==> config.mk <==
export PLATFORM = sky130hd
export DESIGN_NAME = i2c_master_bit_sequencer_top_flat
export DESIGN_NICKNAME = d
export VERILOG_FILES = /design/src/rtl/core/i2cms_pkg.sv /design/src/rtl/core/i2cms_if.sv /design/src/rtl/core/i2cms_seq.sv /design/src/rtl/core/i2cms_dp.sv /design/src/rtl/core/i2c_master_bit_sequencer_top.sv /design/src/flat_wrapper.sv
export SDC_FILE = /design/constraint.sdc
export NUM_CORES = 1
export LEC_CHECK = 0
export BUFFER_PORTS_ARGS = -buffer_cell sky130_fd_sc_hd__buf_2
export CORE_MARGIN = 2
export CORE_UTILIZATION = 55
export CTS_BUF_LIST = sky130_fd_sc_hd__clkbuf_4
export DETAILED_ROUTE_END_ITERATION = 10
export MAX_ROUTING_LAYER = met4
export PLACE_DENSITY = 0.88
export SLEW_MARGIN = 10
export SYNTH_ARGS = -nofsm -noshare
export SYNTH_HDL_FRONTEND = slang
export SYNTH_SLANG_ARGS = --single-unit
==> constraint.sdc <==
create_clock -name i_clk -period 8.4 [get_ports i_clk]
set_input_delay 1.68 -clock i_clk [delete_from_list [all_inputs] [get_ports i_clk]]
set_output_delay 1.68 -clock i_clk [all_outputs]
set_load 0.02 [all_outputs]
==> src/rtl/core/i2cms_pkg.sv <==
// ============================================================================
// i2cms_pkg
// Shared types, constants and the control store of the I2C bit sequencer.
// ============================================================================
package i2cms_pkg;

    localparam int BITS_PER_BYTE = 8;
    localparam int BIT_W         = $clog2(BITS_PER_BYTE);
    localparam int PC_W          = 5;
    localparam int PHASE_W       = 16;
    localparam int APB_DW        = 32;
    localparam int APB_AW        = 3;

    localparam logic [PHASE_W-1:0] PHASE_CYCLES_RST = 16'd250;

    // register index
    localparam logic REG_PHASE_CYCLES = 1'b0;

    typedef enum logic [2:0] {
        OP_START = 3'd0,
        OP_STOP  = 3'd1,
        OP_WRITE = 3'd2,
        OP_READ  = 3'd3,
        OP_SACK  = 3'd4,
        OP_RACK  = 3'd5
    } t_opcode;

    typedef enum logic [1:0] {
        SCL_KEEP = 2'd0,
        SCL_LOW  = 2'd1,
        SCL_HIGH = 2'd2
    } t_scl_op;

    typedef enum logic [2:0] {
        SDA_KEEP  = 3'd0,
        SDA_LOW   = 3'd1,
        SDA_HIGH  = 3'd2,
        SDA_TXBIT = 3'd3,
        SDA_ACK   = 3'd4
    } t_sda_op;

    // one control word per phase
    typedef struct packed {
        t_scl_op          scl_op;
        t_sda_op          sda_op;
        logic             sample;   // phase samples the data line
        logic             bit_end;  // closes one bit: shift, count, loop
        logic             fin;      // unconditional last phase
        logic             rx_out;   // show the read byte on the last phase
        logic             ack_out;  // show the sampled ack
        logic [PC_W-1:0]  loop_pc;  // target while bits remain
    } t_uop;

    typedef struct packed {
        logic  load;   // command taken, latch its fields
        logic  exec;   // run the current control word this cycle
        logic  last;   // this phase closes the command
        t_uop  uop;
    } t_dp_ctl;

    // entry points
    localparam logic [PC_W-1:0] PC_START = 5'd0;
    localparam logic [PC_W-1:0] PC_STOP  = 5'd4;
    localparam logic [PC_W-1:0] PC_WRITE = 5'd7;
    localparam logic [PC_W-1:0] PC_READ  = 5'd10;
    localparam logic [PC_W-1:0] PC_SACK  = 5'd14;
    localparam logic [PC_W-1:0] PC_RACK  = 5'd17;

    localparam logic [PC_W-1:0] PC_NONE = '0;

    function automatic t_uop mk_uop(t_scl_op scl, t_sda_op sda, logic smp,
                                    logic bend, logic fin, logic rxo,
                                    logic acko, logic [PC_W-1:0] lpc);
        t_uop u;
        u.scl_op  = scl;
        u.sda_op  = sda;
        u.sample  = smp;
        u.bit_end = bend;
        u.fin     = fin;
        u.rx_out  = rxo;
        u.ack_out = acko;
        u.loop_pc = lpc;
        return u;
    endfunction

    // control store
    function automatic t_uop uop_rom(logic [PC_W-1:0] pc);
        t_uop u;
        unique case (pc)
            // start
            5'd0:  u = mk_uop(SCL_KEEP, SDA_HIGH,  1'b0, 1'b0, 1'b0, 1'b0, 1'b0, PC_NONE);
            5'd1:  u = mk_uop(SCL_HIGH, SDA_KEEP,  1'b0, 1'b0, 1'b0, 1'b0, 1'b0, PC_NONE);
            5'd2:  u = mk_uop(SCL_KEEP, SDA_LOW,   1'b0, 1'b0, 1'b0, 1'b0, 1'b0, PC_NONE);
            5'd3:  u = mk_uop(SCL_LOW,  SDA_KEEP,  1'b0, 1'b0, 1'b1, 1'b0, 1'b0, PC_NONE);
            // stop
            5'd4:  u = mk_uop(SCL_KEEP, SDA_LOW,   1'b0, 1'b0, 1'b0, 1'b0, 1'b0, PC_NONE);
            5'd5:  u = mk_uop(SCL_HIGH, SDA_KEEP,  1'b0, 1'b0, 1'b0, 1'b0, 1'b0, PC_NONE);
            5'd6:  u = mk_uop(SCL_KEEP, SDA_HIGH,  1'b0, 1'b0, 1'b1, 1'b0, 1'b0, PC_NONE);
            // write byte
            5'd7:  u = mk_uop(SCL_KEEP, SDA_TXBIT, 1'b0, 1'b0, 1'b0, 1'b0, 1'b0, PC_NONE);
            5'd8:  u = mk_uop(SCL_HIGH, SDA_KEEP,  1'b0, 1'b0, 1'b0, 1'b0, 1'b0, PC_NONE);
            5'd9:  u = mk_uop(SCL_LOW,  SDA_KEEP,  1'b0, 1'b1, 1'b0, 1'b0, 1'b0, PC_WRITE);
            // read byte
            5'd10: u = mk_uop(SCL_KEEP, SDA_HIGH,  1'b0, 1'b0, 1'b0, 1'b0, 1'b0, PC_NONE);
            5'd11: u = mk_uop(SCL_HIGH, SDA_KEEP,  1'b0, 1'b0, 1'b0, 1'b0, 1'b0, PC_NONE);
            5'd12: u = mk_uop(SCL_KEEP, SDA_KEEP,  1'b1, 1'b0, 1'b0, 1'b0, 1'b0, PC_NONE);
            5'd13: u = mk_uop(SCL_LOW,  SDA_KEEP,  1'b0, 1'b1, 1'b0, 1'b1, 1'b0, 5'd11);
            // send ack
            5'd14: u = mk_uop(SCL_KEEP, SDA_ACK,   1'b0, 1'b0, 1'b0, 1'b0, 1'b0, PC_NONE);
            5'd15: u = mk_uop(SCL_HIGH, SDA_KEEP,  1'b0, 1'b0, 1'b0, 1'b0, 1'b0, PC_NONE);
            5'd16: u = mk_uop(SCL_LOW,  SDA_KEEP,  1'b0, 1'b0, 1'b1, 1'b0, 1'b0, PC_NONE);
            // read ack
            5'd17: u = mk_uop(SCL_KEEP, SDA_HIGH,  1'b0, 1'b0, 1'b0, 1'b0, 1'b0, PC_NONE);
            5'd18: u = mk_uop(SCL_HIGH, SDA_KEEP,  1'b0, 1'b0, 1'b0, 1'b0, 1'b0, PC_NONE);
            5'd19: u = mk_uop(SCL_KEEP, SDA_KEEP,  1'b1, 1'b0, 1'b0, 1'b0, 1'b0, PC_NONE);
            5'd20: u = mk_uop(SCL_LOW,  SDA_KEEP,  1'b0, 1'b0, 1'b1, 1'b0, 1'b1, PC_NONE);
            // unused words end the command
            default: u = mk_uop(SCL_KEEP, SDA_KEEP, 1'b0, 1'b0, 1'b1, 1'b0, 1'b0, PC_NONE);
        endcase
        return u;
    endfunction

endpackage

==> src/rtl/core/i2cms_if.sv <==
// ============================================================================
// i2cms_if
// Command and phase-result channels of the I2C bit sequencer.
// ============================================================================
interface i2cms_cmd_if;
    logic       valid;
    logic       ready;
    logic [2:0] opcode;
    logic [7:0] tx_byte;
    logic       ack_level;
    logic [7:0] slave_bits;
    logic       slave_ack;

    modport source (output valid, opcode, tx_byte, ack_level, slave_bits, slave_ack,
                    input ready);
    modport sink   (input valid, opcode, tx_byte, ack_level, slave_bits, slave_ack,
                    output ready);
endinterface

interface i2cms_phase_if;
    logic       valid;
    logic       ready;
    logic       scl_level;
    logic       sda_level;
    logic       sample_phase;
    logic [7:0] rx_byte;
    logic       ack_seen;
    logic       last;

    modport source (output valid, scl_level, sda_level, sample_phase, rx_byte,
                    ack_seen, last, input ready);
    modport sink   (input valid, scl_level, sda_level, sample_phase, rx_byte,
                    ack_seen, last, output ready);
endinterface

==> src/rtl/core/i2cms_seq.sv <==
// ============================================================================
// i2cms_seq
// Step counter, phase timer and bit counter over the control store.
// ============================================================================
module i2cms_seq (
    input  logic                            i_clk,
    input  logic                            i_rst_n,
    input  logic                            i_cmd_valid,
    input  logic [2:0]                      i_opcode,
    output logic                            o_cmd_ready,
    input  logic [i2cms_pkg::PHASE_W-1:0]   i_phase_cycles,
    input  logic                            i_out_free,
    output i2cms_pkg::t_dp_ctl              o_ctl
);

    typedef enum logic [1:0] {
        ST_IDLE = 2'b01,
        ST_RUN  = 2'b10
    } t_seq_state;

    t_seq_state                          r_state, n_state;
    logic [i2cms_pkg::PC_W-1:0]          r_pc, n_pc;
    logic [i2cms_pkg::BIT_W-1:0]         r_bit, n_bit;
    logic [i2cms_pkg::PHASE_W-1:0]       r_timer, n_timer;

    i2cms_pkg::t_uop                     uop;
    logic                                load;
    logic                                phase_done;
    logic                                exec;
    logic                                bit_done;
    logic                                last;
    logic                                op_ok;
    logic [i2cms_pkg::PC_W-1:0]          entry_pc;

    assign o_cmd_ready = (r_state == ST_IDLE);
    assign load        = i_cmd_valid && o_cmd_ready;
    assign uop         = i2cms_pkg::uop_rom(r_pc);

    // phase ends once timer + 1 reaches phase_cycles (a zero setting acts as a setting of one)
    assign phase_done = ({1'b0, r_timer} + 17'd1) >= {1'b0, i_phase_cycles};
    assign exec       = (r_state == ST_RUN) && phase_done && i_out_free;
    assign bit_done   = (r_bit == i2cms_pkg::BIT_W'(i2cms_pkg::BITS_PER_BYTE - 1));
    assign last       = uop.fin || (uop.bit_end && bit_done);

    always_comb begin
        op_ok    = 1'b1;
        entry_pc = i2cms_pkg::PC_NONE;
        unique case (i_opcode)
            i2cms_pkg::OP_START: entry_pc = i2cms_pkg::PC_START;
            i2cms_pkg::OP_STOP:  entry_pc = i2cms_pkg::PC_STOP;
            i2cms_pkg::OP_WRITE: entry_pc = i2cms_pkg::PC_WRITE;
            i2cms_pkg::OP_READ:  entry_pc = i2cms_pkg::PC_READ;
            i2cms_pkg::OP_SACK:  entry_pc = i2cms_pkg::PC_SACK;
            i2cms_pkg::OP_RACK:  entry_pc = i2cms_pkg::PC_RACK;
            default:             op_ok    = 1'b0;
        endcase
    end

    always_comb begin
        n_state = r_state;
        n_pc    = r_pc;
        n_bit   = r_bit;
        n_timer = r_timer;
        unique case (r_state)
            ST_IDLE: begin
                if (load && op_ok) begin
                    n_state = ST_RUN;
                    n_pc    = entry_pc;
                    n_bit   = '0;
                    n_timer = '0;
                end
            end
            ST_RUN: begin
                if (!phase_done) begin
                    n_timer = r_timer + 1'b1;
                end else if (i_out_free) begin
                    n_timer = '0;
                    if (uop.bit_end && !bit_done) begin
                        n_pc  = uop.loop_pc;
                        n_bit = r_bit + 1'b1;
                    end else if (last) begin
                        n_state = ST_IDLE;
                        n_bit   = '0;
                    end else begin
                        n_pc = r_pc + 1'b1;
                    end
                end
            end
            default: n_state = ST_IDLE;
        endcase
    end

    always_ff @(posedge i_clk) begin
        if (!i_rst_n) begin
            r_state <= ST_IDLE;
            r_pc    <= '0;
            r_bit   <= '0;
            r_timer <= '0;
        end else begin
            r_state <= n_state;
            r_pc    <= n_pc;
            r_bit   <= n_bit;
            r_timer <= n_timer;
        end
    end

    assign o_ctl.load = load;
    assign o_ctl.exec = exec;
    assign o_ctl.last = last;
    assign o_ctl.uop  = uop;

    a_exec_needs_room: assert property (@(posedge i_clk) disable iff (!i_rst_n)
        exec |-> (i_out_free && r_state == ST_RUN))
        else $error("phase executed without output room");

    a_idle_bit_clear: assert property (@(posedge i_clk) disable iff (!i_rst_n)
        (r_state == ST_IDLE) |-> (r_bit == '0))
        else $error("bit counter not cleared in idle");

    a_last_ends_cmd: assert property (@(posedge i_clk) disable iff (!i_rst_n)
        (exec && last) |=> (r_state == ST_IDLE))
        else $error("sequencer kept running after last phase");

    a_loop_only_on_bit_end: assert property (@(posedge i_clk) disable iff (!i_rst_n)
        (exec && !uop.bit_end && !last) |=> (r_pc == $past(r_pc) + 1'b1))
        else $error("jump taken outside a bit end");

endmodule

==> src/rtl/core/i2cms_dp.sv <==
// ============================================================================
// i2cms_dp
// Line levels, byte shifters and the phase-result output register.
// ============================================================================
module i2cms_dp (
    input  logic                i_clk,
    input  logic                i_rst_n,
    input  i2cms_pkg::t_dp_ctl  i_ctl,
    input  logic [2:0]          i_opcode,
    input  logic [7:0]          i_tx_byte,
    input  logic                i_ack_level,
    input  logic [7:0]          i_slave_bits,
    input  logic                i_slave_ack,
    output logic                o_out_free,
    output logic                o_valid,
    input  logic                i_ready,
    output logic                o_scl_level,
    output logic                o_sda_level,
    output logic                o_sample_phase,
    output logic [7:0]          o_rx_byte,
    output logic                o_ack_seen,
    output logic                o_last
);

    logic       r_scl, r_sda, n_scl, n_sda;
    logic [7:0] r_src;      // write byte or slave bits, MSB at the top
    logic [7:0] r_rx;       // assembled read byte
    logic       r_ackl;
    logic       r_sack;
    logic       r_valid;

    assign o_out_free = !r_valid || i_ready;
    assign o_valid    = r_valid;

    always_comb begin
        unique case (i_ctl.uop.scl_op)
            i2cms_pkg::SCL_LOW:  n_scl = 1'b0;
            i2cms_pkg::SCL_HIGH: n_scl = 1'b1;
            default:             n_scl = r_scl;
        endcase
        unique case (i_ctl.uop.sda_op)
            i2cms_pkg::SDA_LOW:   n_sda = 1'b0;
            i2cms_pkg::SDA_HIGH:  n_sda = 1'b1;
            i2cms_pkg::SDA_TXBIT: n_sda = r_src[7];
            i2cms_pkg::SDA_ACK:   n_sda = r_ackl;
            default:              n_sda = r_sda;
        endcase
    end

    // line state
    always_ff @(posedge i_clk) begin
        if (!i_rst_n) begin
            r_scl   <= 1'b1;
            r_sda   <= 1'b1;
            r_valid <= 1'b0;
        end else begin
            if (i_ctl.exec) begin
                r_scl   <= n_scl;
                r_sda   <= n_sda;
                r_valid <= 1'b1;
            end else if (i_ready) begin
                r_valid <= 1'b0;
            end
        end
    end

    // payload
    always_ff @(posedge i_clk) begin
        if (i_ctl.load) begin
            r_src  <= (i_opcode == i2cms_pkg::OP_READ) ? i_slave_bits : i_tx_byte;
            r_ackl <= i_ack_level;
            r_sack <= i_slave_ack;
        end else if (i_ctl.exec && i_ctl.uop.bit_end) begin
            r_src <= {r_src[6:0], 1'b0};
        end
        if (i_ctl.exec && i_ctl.uop.sample) begin
            r_rx <= {r_rx[6:0], r_src[7]};
        end
        if (i_ctl.exec) begin
            o_scl_level    <= n_scl;
            o_sda_level    <= n_sda;
            o_sample_phase <= i_ctl.uop.sample;
            o_last         <= i_ctl.last;
            o_rx_byte      <= (i_ctl.uop.rx_out && i_ctl.last) ? r_rx : 8'd0;
            o_ack_seen     <= i_ctl.uop.ack_out ? r_sack : 1'b0;
        end
    end

    a_sample_not_last: assert property (@(posedge i_clk) disable iff (!i_rst_n)
        (r_valid && o_sample_phase) |-> !o_last)
        else $error("sample phase flagged as last");

    a_sample_keeps_lines: assert property (@(posedge i_clk) disable iff (!i_rst_n)
        (i_ctl.exec && i_ctl.uop.sample) |-> (n_scl == r_scl && n_sda == r_sda))
        else $error("line drive moved in a sample phase");

    a_status_only_last: assert property (@(posedge i_clk) disable iff (!i_rst_n)
        (r_valid && !o_last) |-> (o_rx_byte == 8'd0 && !o_ack_seen))
        else $error("read status shown before last phase");

endmodule

==> src/rtl/core/i2c_master_bit_sequencer_top.sv <==
// ============================================================================
// i2c_master_bit_sequencer_top
// I2C master primitive engine: one bus command in, a paced run of line
// phases out, driven by a microcoded step sequencer.
// ============================================================================
//
//  channel   dir  handshake           payload
//  --------  ---  ------------------  -------------------------------------------
//  i_cmd     in   valid / ready       opcode, tx_byte, ack_level, slave_bits,
//                                     slave_ack
//  o_phase   out  valid / ready       scl_level, sda_level, sample_phase,
//                                     rx_byte, ack_seen, last
//  apb       in   psel/penable/pready phase_cycles at byte address 0
//
//  Each phase result is paced by the phase timer against phase_cycles;
//  the phases per command are: start 4, stop 3, write 24, read 25,
//  send ack 3, read ack 4 phases. Opcodes 6 and 7 are taken and dropped.
//  Reset (synchronous, active low) releases both lines high, empties the
//  output register and sets phase_cycles to 250.
//  A stalled o_phase freezes the timer at the end of a phase; a new command
//  is taken once the last phase of the previous one sits in the output
//  register.
//
module i2c_master_bit_sequencer_top (
    input  logic                              i_clk,
    input  logic                              i_rst_n,
    i2cms_cmd_if.sink                         i_cmd,
    i2cms_phase_if.source                     o_phase,
    input  logic                              psel,
    input  logic                              penable,
    input  logic                              pwrite,
    input  logic [i2cms_pkg::APB_AW-1:0]      paddr,
    input  logic [i2cms_pkg::APB_DW-1:0]      pwdata,
    output logic [i2cms_pkg::APB_DW-1:0]      prdata,
    output logic                              pready
);

    logic [i2cms_pkg::PHASE_W-1:0] r_phase_cycles;
    logic                          cfg_wr;
    logic                          reg_hit;
    logic                          out_free;
    logic                          cmd_ready;
    i2cms_pkg::t_dp_ctl            ctl;

    // ---- configuration: register index is paddr[2], low bits are byte lanes
    assign pready  = 1'b1;
    assign reg_hit = (paddr[2] == i2cms_pkg::REG_PHASE_CYCLES);
    assign cfg_wr  = psel && penable && pwrite && pready && reg_hit;
    assign prdata  = reg_hit ? {{(i2cms_pkg::APB_DW - i2cms_pkg::PHASE_W){1'b0}},
                                r_phase_cycles}
                             : '0;

    always_ff @(posedge i_clk) begin
        if (!i_rst_n) begin
            r_phase_cycles <= i2cms_pkg::PHASE_CYCLES_RST;
        end else if (cfg_wr) begin
            r_phase_cycles <= pwdata[i2cms_pkg::PHASE_W-1:0];
        end
    end

    // ---- sequencer: step counter over the control store
    i2cms_seq u_seq (
        .i_clk          (i_clk),
        .i_rst_n        (i_rst_n),
        .i_cmd_valid    (i_cmd.valid),
        .i_opcode       (i_cmd.opcode),
        .o_cmd_ready    (cmd_ready),
        .i_phase_cycles (r_phase_cycles),
        .i_out_free     (out_free),
        .o_ctl          (ctl)
    );

    assign i_cmd.ready = cmd_ready;

    // ---- datapath: line levels, shifters, output register
    i2cms_dp u_dp (
        .i_clk          (i_clk),
        .i_rst_n        (i_rst_n),
        .i_ctl          (ctl),
        .i_opcode       (i_cmd.opcode),
        .i_tx_byte      (i_cmd.tx_byte),
        .i_ack_level    (i_cmd.ack_level),
        .i_slave_bits   (i_cmd.slave_bits),
        .i_slave_ack    (i_cmd.slave_ack),
        .o_out_free     (out_free),
        .o_valid        (o_phase.valid),
        .i_ready        (o_phase.ready),
        .o_scl_level    (o_phase.scl_level),
        .o_sda_level    (o_phase.sda_level),
        .o_sample_phase (o_phase.sample_phase),
        .o_rx_byte      (o_phase.rx_byte),
        .o_ack_seen     (o_phase.ack_seen),
        .o_last         (o_phase.last)
    );

endmodule
==> src/flat_wrapper.sv <==
// flat-port wrapper written by rule: the top's interface ports become plain ports
module i2c_master_bit_sequencer_top_flat 
  (i_clk, i_rst_n, psel, penable, pwrite, paddr, pwdata, prdata, pready, i_cmd_valid, i_cmd_opcode, i_cmd_tx_byte, i_cmd_ack_level, i_cmd_slave_bits, i_cmd_slave_ack, i_cmd_ready, o_phase_valid, o_phase_scl_level, o_phase_sda_level, o_phase_sample_phase, o_phase_rx_byte, o_phase_ack_seen, o_phase_last, o_phase_ready);
  i2cms_cmd_if i_cmd_i ();
  i2cms_phase_if o_phase_i ();
  input  logic i_clk;
  input  logic i_rst_n;
  input  logic psel;
  input  logic penable;
  input  logic pwrite;
  input  logic [i2cms_pkg::APB_AW-1:0] paddr;
  input  logic [i2cms_pkg::APB_DW-1:0] pwdata;
  output logic [i2cms_pkg::APB_DW-1:0] prdata;
  output logic pready;
  input wire logic [$bits(i_cmd_i.valid)-1:0] i_cmd_valid;
  input wire logic [$bits(i_cmd_i.opcode)-1:0] i_cmd_opcode;
  input wire logic [$bits(i_cmd_i.tx_byte)-1:0] i_cmd_tx_byte;
  input wire logic [$bits(i_cmd_i.ack_level)-1:0] i_cmd_ack_level;
  input wire logic [$bits(i_cmd_i.slave_bits)-1:0] i_cmd_slave_bits;
  input wire logic [$bits(i_cmd_i.slave_ack)-1:0] i_cmd_slave_ack;
  output wire logic [$bits(i_cmd_i.ready)-1:0] i_cmd_ready;
  output wire logic [$bits(o_phase_i.valid)-1:0] o_phase_valid;
  output wire logic [$bits(o_phase_i.scl_level)-1:0] o_phase_scl_level;
  output wire logic [$bits(o_phase_i.sda_level)-1:0] o_phase_sda_level;
  output wire logic [$bits(o_phase_i.sample_phase)-1:0] o_phase_sample_phase;
  output wire logic [$bits(o_phase_i.rx_byte)-1:0] o_phase_rx_byte;
  output wire logic [$bits(o_phase_i.ack_seen)-1:0] o_phase_ack_seen;
  output wire logic [$bits(o_phase_i.last)-1:0] o_phase_last;
  input wire logic [$bits(o_phase_i.ready)-1:0] o_phase_ready;
  assign i_cmd_i.valid = i_cmd_valid;
  assign i_cmd_i.opcode = i_cmd_opcode;
  assign i_cmd_i.tx_byte = i_cmd_tx_byte;
  assign i_cmd_i.ack_level = i_cmd_ack_level;
  assign i_cmd_i.slave_bits = i_cmd_slave_bits;
  assign i_cmd_i.slave_ack = i_cmd_slave_ack;
  assign i_cmd_ready = i_cmd_i.ready;
  assign o_phase_valid = o_phase_i.valid;
  assign o_phase_scl_level = o_phase_i.scl_level;
  assign o_phase_sda_level = o_phase_i.sda_level;
  assign o_phase_sample_phase = o_phase_i.sample_phase;
  assign o_phase_rx_byte = o_phase_i.rx_byte;
  assign o_phase_ack_seen = o_phase_i.ack_seen;
  assign o_phase_last = o_phase_i.last;
  assign o_phase_i.ready = o_phase_ready;
  i2c_master_bit_sequencer_top u_core (.i_clk(i_clk), .i_rst_n(i_rst_n), .i_cmd(i_cmd_i), .o_phase(o_phase_i), .psel(psel), .penable(penable), .pwrite(pwrite), .paddr(paddr), .pwdata(pwdata), .prdata(prdata), .pready(pready));
endmodule
# After elaboration in Yosys (flattened, before gate mapping)
# Memories as Yosys holds them, arrays and structs flattened. A register that Yosys moved wholly into a read port is not among the register bits.
# Cells that the tools add are included.
# W data, S select, Z words.
# word_totals
regBits	76
latch_bits	0
ramBits	0
rom_bits	448
input_bits	63
output_inout_bits	48
wordCells	106
mem_count	1
# classes
add_sub_neg	4
mul	0
div_mod_pow	0
magnitude_cmp	1
eq_ne	22
n_shift	0
n_mux	34
bitwise_logic	1
n_reduce_logical	25
# mem_list
name	depth	width	rd	rd_clocked_by_memory_dff	write_ports	line_no	text
(name not given)	32	14	1	1	0	i2cms_pkg.sv:89	unique case (pc)
# ops
op	n
$mux W16	4
$mux W5	7
$pmux W16 S2	1
$pmux W5 S5	1
$mux W8	3
$add A16 B1 Y17 const B	1
$ge A17 B16 Y1	1
$add A16 B1 Y16 const B	1
$mux W3	5
$reduce_and A5 Y1	3
$eq A3 B2 Y1 const B	4
$eq A3 B3 Y1 const B	4
$logic_and A1 B1 Y1	12
$mux W2	5
$pmux W5 S2	1
$ne A2 B2 Y1 const B	4
$eq A3 B1 Y1 const B	2
$ne A3 B2 Y1 const B	2
$pmux W3 S2	1
$reduce_bool A2 Y1	3
$reduce_or A6 Y1	1
$add A5 B1 Y5 const B	1
$eq A2 B1 Y1 const B	2
$eq A2 B2 Y1 const B	2
12 further kinds	16

# Depth between registers and ports, before layout
# Gate-level depths: netlist (run 1).
# depth
depth_word	10
ltp_mapped	21

# Hierarchy
# From an unflattened synthesis (run 1), not the netlist that was laid out.
# hier_totals
cells_unflattened	521
hier_area_um2	5016.1
# by_module_without_submodules
mod	n_inst	cells_each	area_per_inst_um2	seq_area_each_um2
i2cms_seq	1	326	2705.1	740.7
i2cms_dp	1	89	1373.8	991.0
i2c_master_bit_sequencer_top	1	106	937.1	320.3

# Worst setup path after synthesis (run 1)
# OpenSTA, ideal clock, no wires.
# synth_path
path_kind	register -> register
start	register u_core.u_seq.r_timer[0] (netlist bit)
end	register u_core.u_seq.uop[11] (netlist name)
setup_time_ns	0.117
t_arrival_ns	4.003
required_ns	8.283
path_slack_ns	4.280
stages_incl_launch_ff	20
n_path_buf	1
path_cell_list	dfxtp_1 -> ha_1 -> nand2_1 -> or2_2 -> nor3_2 -> nand3_1 -> xnor2_1 -> ha_1 -> nand4_1 -> or2_1 -> nand2b_1 -> nand4_2 -> buf_4 -> o21ai_1 -> mux2_2 -> and2_1 -> inv_1 -> ha_1 -> a211o_1 -> a32o_1
# synth_via
elab_chain_len	6
# synth_rtl
element	line_no	text
start: declaration	i2cms_seq.sv:24	logic [i2cms_pkg::PHASE_W-1:0] r_timer, n_timer;
start signal: assignment	i2cms_seq.sv:103	r_timer <= n_timer;
$add A16 B1 Y17	i2cms_seq.sv:40	assign phase_done = ({1'b0, r_timer} + 17'd1) >= {1'b0, i_phase_cycles};
$ge A17 B16 Y1	i2cms_seq.sv:40	
$ne A2 B2 Y1 (no line)	-	
$reduce_and A5 Y1 (no line)	-	
$mux W5 (no line) (2 in a row)	-	
# Every way passes these cells.
# A chain may end at the register's enable or synchronous reset.

# Worst setup path in the final report (run 1)
# layout_path
start	register u_core.u_seq.r_timer[0] (netlist bit)
end	register u_core.u_seq.uop[11] (netlist name)
# layout_via
elab_chain_len	6
# layout_rtl
element	line_no
$add A16 B1 Y17	i2cms_seq.sv:40
$ge A17 B16 Y1	i2cms_seq.sv:40
$ne A2 B2 Y1 (no line)	-
$reduce_and A5 Y1 (no line)	-
$mux W5 (no line) (2 in a row)	-
# Every way passes these cells.

==> flow_summary.yaml, run 1 <==
floorplan:
  die_height_um: 98.3
  die_w_um: 98.3
  rows: 34
  start_util_pct: 56.4
  core-area_mm2: 0.00868
  dieArea_mm2: 0.00966
  ios: 111
synthesis:
  synth_cells: 534
  synth_flop_cell: "dfxtp_1"
  async_flop_share_pct: 0
  yosys_warnings: 0
  ys_seq_area_share_pct: 42.0
  syn-cell-area_mm2: 0.00489
  ys_types: 73
  synth.avg_cell_area_um2: 9.16
  synth_edf_count: 31
  ys_ff_latch: 87
clock_tree:
  cts_buffers: 9
  clk_path_buf_depth: 2
  clk_latency_ps: 460
  cts_resized: 0
  clkTransAtPathRegs_ps: 160
  htree_levels: 3
  cts_tree: "built"
  postCtsSetupRepairBufs: 0
  root_buffer: "clkbuf_4"
  cts-hold-fix-buffers: 0
  cts.sinks: 87
min_path:
  hold_class: "flop to flop"
cells_and_area:
  area.growth.synth_to_final_pct: 9.49
  stdcell_area_mm2: 0.00536
  diodes: 0
  final_layout_size_suffix_gt1_share_pct: 19.3
  fin_nets: 685
  final_core_util_pct: 61.7
  fillers: 739
  seq_area_mm2: 0.00205
  multi_input_area_mm2: 0.00253
global_route:
  grt_use_met1_pct: 26.5
  grt_pass1_vias: 3707
  grt_overflow: 0
  use_met2_pct: 36.7
  busiest_layer: "met2"
  grt_max_degree: 34
  antenna_found_initial: 0
  grt_first_pass_wirelength_mm: 16.8
  grt.met3_usage_pct: 4.22
  grt_usage_pct: 21.7
timing:
  rsz0062_at_grt: "false"
  min_period_ps: 4980
  max_clock_freq_mhz: 201
  slew_viol_final: 0
  hold_viol_final: 0
  finClkSkew_ps: 19.2
  setup_tns_ps: 0
  worstMarginPinSlew_ps: 1110
  fin_crit_sh_pct: 59.3
  final-setup-viol-count: 0
  max_slew_margin_pct: 26.0
detailed_routing:
  postRouteAntennaNets: 0
  wl_mm: 10.4
  drt-initial-drc-count: 265
  viasPerCell: 5.60
  post_drt_wl_per_cell_um: 14.6
  drcViolationCount: 0
  vias: 3963
  firstDrtPassIters: 6
pwr:
  p_per_area_mw_per_mm2: 209
  max-vdd-ir-drop_mv: 0.121
  p_leak_nw: 2.32
placement:
  portBuffers: 75
  gp_congestion: 0.965
  dpl_cell_area_mm2: 0.00522
  post-dp-hpwl_mm: 7.53
worst_setup_path:
  critPathCaptureType: "flop"
  path_class: "flop to flop"
  critical_path.max_fanout: 10
  start_kind: "flop"
  worstPathArrival_ps: 5330
  required_ps: 8750
run:
  maxCapViolations: 0
status:
  status: "completed"
[cell type report]
type                    instances  area share, %
multi-input cells             389           47.2
flip-flops and latches         87           38.3
repair buffers                 75           7.01
well taps                     108           2.52
inverters                      33           2.36
clock inverters                 7           1.31
clock buffers                   9           1.26
[Yosys cell counts (2+ instances only)]
cell type | n | share of area, %
a21bo_1 | 2 | 0.41
a21o_1 | 5 | 0.77
a21oi_1 | 43 | 4.4
a22oi_1 | 2 | 0.31
a32o_1 | 2 | 0.41
a41oi_1 | 2 | 0.36
and2_0 | 3 | 0.38
and2_1 | 11 | 1.4
and2_4 | 2 | 0.36
and3_1 | 12 | 1.5
buf_2 | 3 | 0.31
buf_4 | 21 | 3.2
clkbuf_1 | 14 | 1.1
conb_1 | 2 | 0.15
dfxtp_1 | 56 | 23
edfxtp_1 | 31 | 19
ha_1 | 27 | 6.9
inv_1 | 32 | 2.5
mux2_2 | 2 | 0.46
mux2i_1 | 16 | 3.3
nand2_1 | 52 | 4.0
nand2_2 | 2 | 0.26
nand2b_1 | 8 | 1.0
nand3_1 | 21 | 2.1
nand3b_1 | 8 | 1.2
nand4_1 | 3 | 0.38
nor2_1 | 50 | 3.8
nor2b_1 | 6 | 0.77
nor3_1 | 6 | 0.61
nor3_2 | 4 | 0.82
nor3_4 | 2 | 0.67
o211a_1 | 2 | 0.41
o211ai_1 | 8 | 1.2
o21ai_0 | 14 | 1.4
o21ai_1 | 6 | 0.61
o31ai_1 | 2 | 0.31
xnor2_1 | 9 | 1.6
xor2_1 | 8 | 1.4
[state kept, by name, summed over array words and instances (netlist names)]
| signal | flops |
|---|---|
| u_core.r_phase_cycles | 16 |
| u_core.u_dp.o_ack_seen | 1 |
| u_core.u_dp.o_last | 1 |
| u_core.u_dp.o_rx_byte | 8 |
| u_core.u_dp.o_sample_phase | 1 |
| u_core.u_dp.o_scl_level | 1 |
| u_core.u_dp.o_sda_level | 1 |
| u_core.u_dp.o_valid | 1 |
| u_core.u_dp.r_ackl | 1 |
| u_core.u_dp.r_rx | 8 |
| u_core.u_dp.r_sack | 1 |
| u_core.u_dp.r_scl | 1 |
| u_core.u_dp.r_sda | 1 |
| u_core.u_dp.r_src | 8 |
| u_core.u_seq.r_bit | 3 |
| u_core.u_seq.r_pc | 5 |
| u_core.u_seq.r_state | 2 |
| u_core.u_seq.r_timer | 16 |
| u_core.u_seq.uop | 11 |
[worst paths after layout]
| path | end | depth (start not counted) | slack, ps | start |
|---|---|---|---|---|
| setup / recovery | u_core.u_seq.uop[11]$_DFF_P_ | 18 | 3420 | u_core.u_seq.r_timer[0]$_SDFFE_PN0P_ |
| hold / removal | u_core.u_dp.o_sample_phase$_DFFE_PP_ | 0 | 430 | u_core.u_seq.uop[9]$_DFF_P_ |
| setup reg to reg | u_core.u_seq.uop[11]$_DFF_P_ | 18 | 3420 | u_core.u_seq.r_timer[0]$_SDFFE_PN0P_ |
| hold reg to reg | u_core.u_dp.o_sample_phase$_DFFE_PP_ | 0 | 430 | u_core.u_seq.uop[9]$_DFF_P_ |
[layer usage]
metal | routed length (µm) | vias up
met1 | 4490 | 1841
met5 | 0 | -
met2 | 5100 | 140
met4 | 170 | 0
met3 | 604 | 22
li1 | - | 1960
[power by group]
| part | switching [mW] | internal, mW |
|---|---|---|
| Sequential | 0.0227 | 0.485 |
| Clock | 0.166 | 0.0696 |
| Combinational | 0.232 | 0.142 |
| Total | 0.420 | 0.697 |
[cells in the final DEF, fill, tap and decap left out, drive strengths merged, types with 4 or more instances in the layout]
master  synthesis  routed
edfxtp         31      31
clkbuf         14       9
nand4           4       4
and3           12      12
nor2           50      50
nand3b          8       8
xnor2           9       9
o21ai          21      21
xor2            8       8
nand2          54      54
ha             27      27
buf            26      75
o211ai          8       8
nand2b          8       8
nand3          22      22
mux2i          16      16
dfxtp          56      56
nor3           12      12
conb            2      17
and2           16      16
inv            33      38
a21oi          44      44
nor2b           6       6
a21o            5       5
[worst max-delay path: stages (launching register included)]
cell and delay [ps]:
dfxtp_1 470, ha_1 310, nand2_1 140, or2_2 340, nor3_2 370, nand3_1 160, xnor2_1 170, ha_1 330
nand4_1 130, or2_1 270, nor3_2 280, a21bo_1 380, o21ai_1 170, mux2_2 290, and2_1 180, inv_1 80
ha_1 270, a211o_1 280, a32o_1 250
[cell families after synthesis]
kind of cell / Yosys count / synth area share [%]
AOI/OAI and AO/OA: 107 / 14.8
xor gates and xnor gates: 17 / 3.04
adders and majority gates: 28 / 7.11
buffers and inverters: 73 / 7.50
DFF: 87 / 42.0
muxes: 18 / 3.73
other: 2 / 0.154
and+or+nand+nor: 202 / 21.7
[through the flow]
stage | worst slack, ps | power, mW | cells | hold slack [ps]
3_5_place_dp | 3540 | 0.880 | 692 | 422
2_1_floorplan | 4280 | 0.815 | 549 | 400
4_1_cts | 3470 | 1.11 | 708 | 434
6_report | 3420 | 1.12 | 708 | 433
5_1_grt | 3110 | 1.17 | 708 | 435
3_3_place_gp | 3730 | 0.862 | 692 | 413
Note: power is estimated with default switching activity, not from simulation.
==> run 2: changes to the inputs <==
--- a/config.mk
+++ b/config.mk
@@ -5,6 +5,7 @@
 export SDC_FILE = /design/constraint.sdc
 export NUM_CORES = 1
 export LEC_CHECK = 0
+export ABC_AREA = 1
 export BUFFER_PORTS_ARGS = -buffer_cell sky130_fd_sc_hd__buf_2
 export CORE_MARGIN = 2
 export CORE_UTILIZATION = 55
==> constraint.sdc (replaced) <==
create_clock -name i_clk -period 5 [get_ports i_clk]
set_input_delay 1 -clock i_clk [delete_from_list [all_inputs] [get_ports i_clk]]
set_output_delay 1 -clock i_clk [all_outputs]
set_load 0.02 [all_outputs]
==> run 2 against run 1 <==
  * Clock power grew 69%
  * Combinational power grew 120%
  * Synthesized area down 2.6%
  * Non-clock buffer count up 3
  * Clock-buffer cell count unchanged
  * Die area shrank 2.5%
  * Worst hold slack improved by 38 ps
  * Largest cell class unchanged
  * Design area fell by 1.1%
  * Total power grew 89%
==> flow_summary.yaml, run 2 <==
status:
  status: "completed"
synthesis:
  synth_edf_count: 31
  ys_types: 46
  synth_area_leaders: "dfxtp_1 24%, edfxtp_1 20%, nand2_1 7.9%, ha_1 7.1%, inv_1 6.5%"
  yosys.area.top_type: "dfxtp_1"
  async_flop_share_pct: 0
  synth_commonest_cells: "100 x nand2_1, 83 x inv_1, 58 x a21oi_1, 58 x nor2_1, 56 x dfxtp_1"
  ys_ff_latch: 87
  ys_seq_area_share_pct: 43.1
  synth_top_area_share_pct: 23.5
  syn-cell-area_mm2: 0.00477
  synth_cells: 584
  synth.avg_cell_area_um2: 8.16
  yosys_warnings: 0
  synth.most_common_cell: "nand2_1"
  synth_flop_cell: "dfxtp_1"
detailed_routing:
  firstDrtPassIters: 5
  viasPerCell: 5.26
  drt-initial-drc-count: 261
  post_drt_wl_per_cell_um: 12.9
  postRouteAntennaNets: 0
  drcViolationCount: 0
  vias: 4036
  wl_mm: 9.87
worst_setup_path:
  r2r_slack_ps: 630
  max_stage_delay_ps: 480
  crit_path_frequent_cell: "nand2_1"
  critPathCaptureType: "flop"
  worstPathArrival_ps: 4730
  required_ps: 5360
  path_class: "flop to flop"
  slowest_stage: "dfxtp_1"
  r2r-end: "u_core.u_seq.uop[7]$_DFF_P_"
  reg2reg_from: "u_core.u_seq.r_timer[0]$_SDFFE_PN0P_"
  reg2reg_depth: 25
  critical_path.max_fanout: 8
  start_kind: "flop"
clock_tree:
  root_buffer: "clkbuf_4"
  clk_path_buf_depth: 2
  cts.sinks: 87
  cts_resized: 0
  cts-hold-fix-buffers: 0
  cts_buffers: 9
  htree_levels: 3
  clk_latency_ps: 460
  cts_tree: "built"
  clkTransAtPathRegs_ps: 160
  postCtsSetupRepairBufs: 0
min_path:
  whs_endpoint: "u_core.u_dp.o_sample_phase$_DFFE_PP_"
  hold_class: "flop to flop"
  whs_path_depth: 0
  min-delay-start: "u_core.u_seq.uop[9]$_DFF_P_"
placement:
  dp_slack_ps: 755
  portBuffers: 75
  gp_congestion: 0.980
  post-dp-hpwl_mm: 7.48
  numPlacedInstances: 751
timing:
  slew_viol_final: 0
  max_slew_margin_pct: 56.3
  worst_slack_ps: 633
  min_period_ps: 4370
  worstMarginPinSlew_ps: 653
  final-setup-viol-count: 0
  finClkSkew_ps: 14.7
  max_clock_freq_mhz: 229
  rsz0062_at_grt: "false"
  setup_tns_ps: 0
  hold_viol_final: 0
  fin_crit_sh_pct: 87.3
cells_and_area:
  diodes: 0
  fin_nets: 747
  area.growth.synth_to_final_pct: 11.1
  layout_commonest_cell: "nand2_1"
  final_cell_mix: "100 x nand2_1, 83 x inv_1, 75 x buf_2"
  final_layout_size_suffix_gt1_share_pct: 19.6
  fin_cells: 767
  final_core_util_pct: 63.8
global_route:
  grt_overflow: 0
  grt_max_degree: 26
  grt_usage_pct: 21.9
  grt_first_pass_wirelength_mm: 16.7
  antenna_found_initial: 0
  grt_pass1_vias: 3825
pwr:
  intPower_mw: 1.22
  switching_share_pct: 42.2
  combPwrFrac_pct: 39.1
  p_total_mw: 2.11
  max-vdd-ir-drop_mv: 0.214
  pwr-share-seq_pct: 42.1
  switching_power_mw: 0.892
  clockPowerShare_pct: 18.8
  p_leak_nw: 2.61
  p_per_area_mw_per_mm2: 399
floorplan:
  die_height_um: 97.1
  ios: 111
  rows: 33
  core-area_mm2: 0.00830
  dieArea_mm2: 0.00943
  die_w_um: 97.1
  start_util_pct: 57.4
run:
  maxCapViolations: 0
run 2: changes by cell type after synthesis, moves of 9 or more:
| cell | change |
|---|---|
| inv_1 | +51 |
| and3_1 | -11 |
| a21oi_1 | +15 |
| mux2i_1 | -16 |
| nand2_1 | +48 |
| nand3_1 | +9 |
| and2_1 | -10 |
run 2: layer usage:
layer  part of all wire (%)  GRT usage, %  wire length, µm
met5                      0             -                0
met2                     51          36.8             5020
met4                    1.4          7.26              143
met1                     42          26.6             4170
met3                    5.5          4.17              546
run 2: stage by stage:
step / instance area (µm²) / hold WS, ps
2_1_floorplan: 4820 / 408
3_3_place_gp: 5160 / 427
3_5_place_dp: 5160 / 438
4_1_cts: 5300 / 474
5_1_grt: 5300 / 489
6_report: 5300 / 470
run 2: logic make-up after synthesis:
| family | after synthesis | share of synthesized area [%] |
|---|---|---|
| fa+ha+maj | 27 | 7.09 |
| xor+xnor | 13 | 2.39 |
| buf+inv | 125 | 11.6 |
| simple gates | 230 | 23.6 |
| compound gates | 99 | 11.9 |
| mux | 1 | 0.236 |
| other cells | 2 | 0.158 |
| flops | 87 | 43.1 |
run 2: worst max path at each step:
| stage | startpoint | endpoint | slack [ps] |
|---|---|---|---|
| after CTS | u_core.u_seq.r_timer[0]$_SDFFE_PN0P_ | u_core.u_seq.uop[7]$_DFF_P_ | 670 |
| after global placement | u_core.u_seq.r_timer[0]$_SDFFE_PN0P_ | u_core.u_seq.uop[7]$_DFF_P_ | 930 |
| after floorplan | u_core.u_seq.r_timer[0]$_SDFFE_PN0P_ | u_core.u_seq.uop[7]$_DFF_P_ | 1380 |
| after detailed placement | u_core.u_seq.r_timer[0]$_SDFFE_PN0P_ | u_core.u_seq.uop[7]$_DFF_P_ | 760 |
| final | u_core.u_seq.r_timer[0]$_SDFFE_PN0P_ | u_core.u_seq.uop[7]$_DFF_P_ | 630 |
| after global routing | u_core.u_seq.r_timer[0]$_SDFFE_PN0P_ | u_core.u_seq.uop[7]$_DFF_P_ | 270 |
run 2: critical path, delay by kind of cell (launching register included):
kind | cells | cell delay (ps)
AO/OA/AOI/OAI | 3 | 500
XOR/XNOR | 1 | 160
adder cells (fa/ha/maj) | 3 | 730
buffers and inverters | 4 | 370
flip-flops | 1 | 480
AND/OR/NAND/NOR | 14 | 2050
run 2: final cells by class:
class	count	area (µm²)
Clock buffer	9	67.6
Clock inverter	7	70.1
Fill cell	675	3000
Inverter	94	359
Multi-Input combinational cell	387	2220
Sequential cell	87	2050
Tap cell	105	131
Timing Repair Buffer	78	398
run 2: power groups by stage:
stage,sequential (mW),clock [mW],combinational (mW)
2_1_floorplan,0.895,0,0.651
3_3_place_gp,0.899,0,0.774
3_5_place_dp,0.904,0,0.812
4_1_cts,0.888,0.405,0.823
5_1_grt,0.900,0.430,0.925
6_report,0.889,0.398,0.827
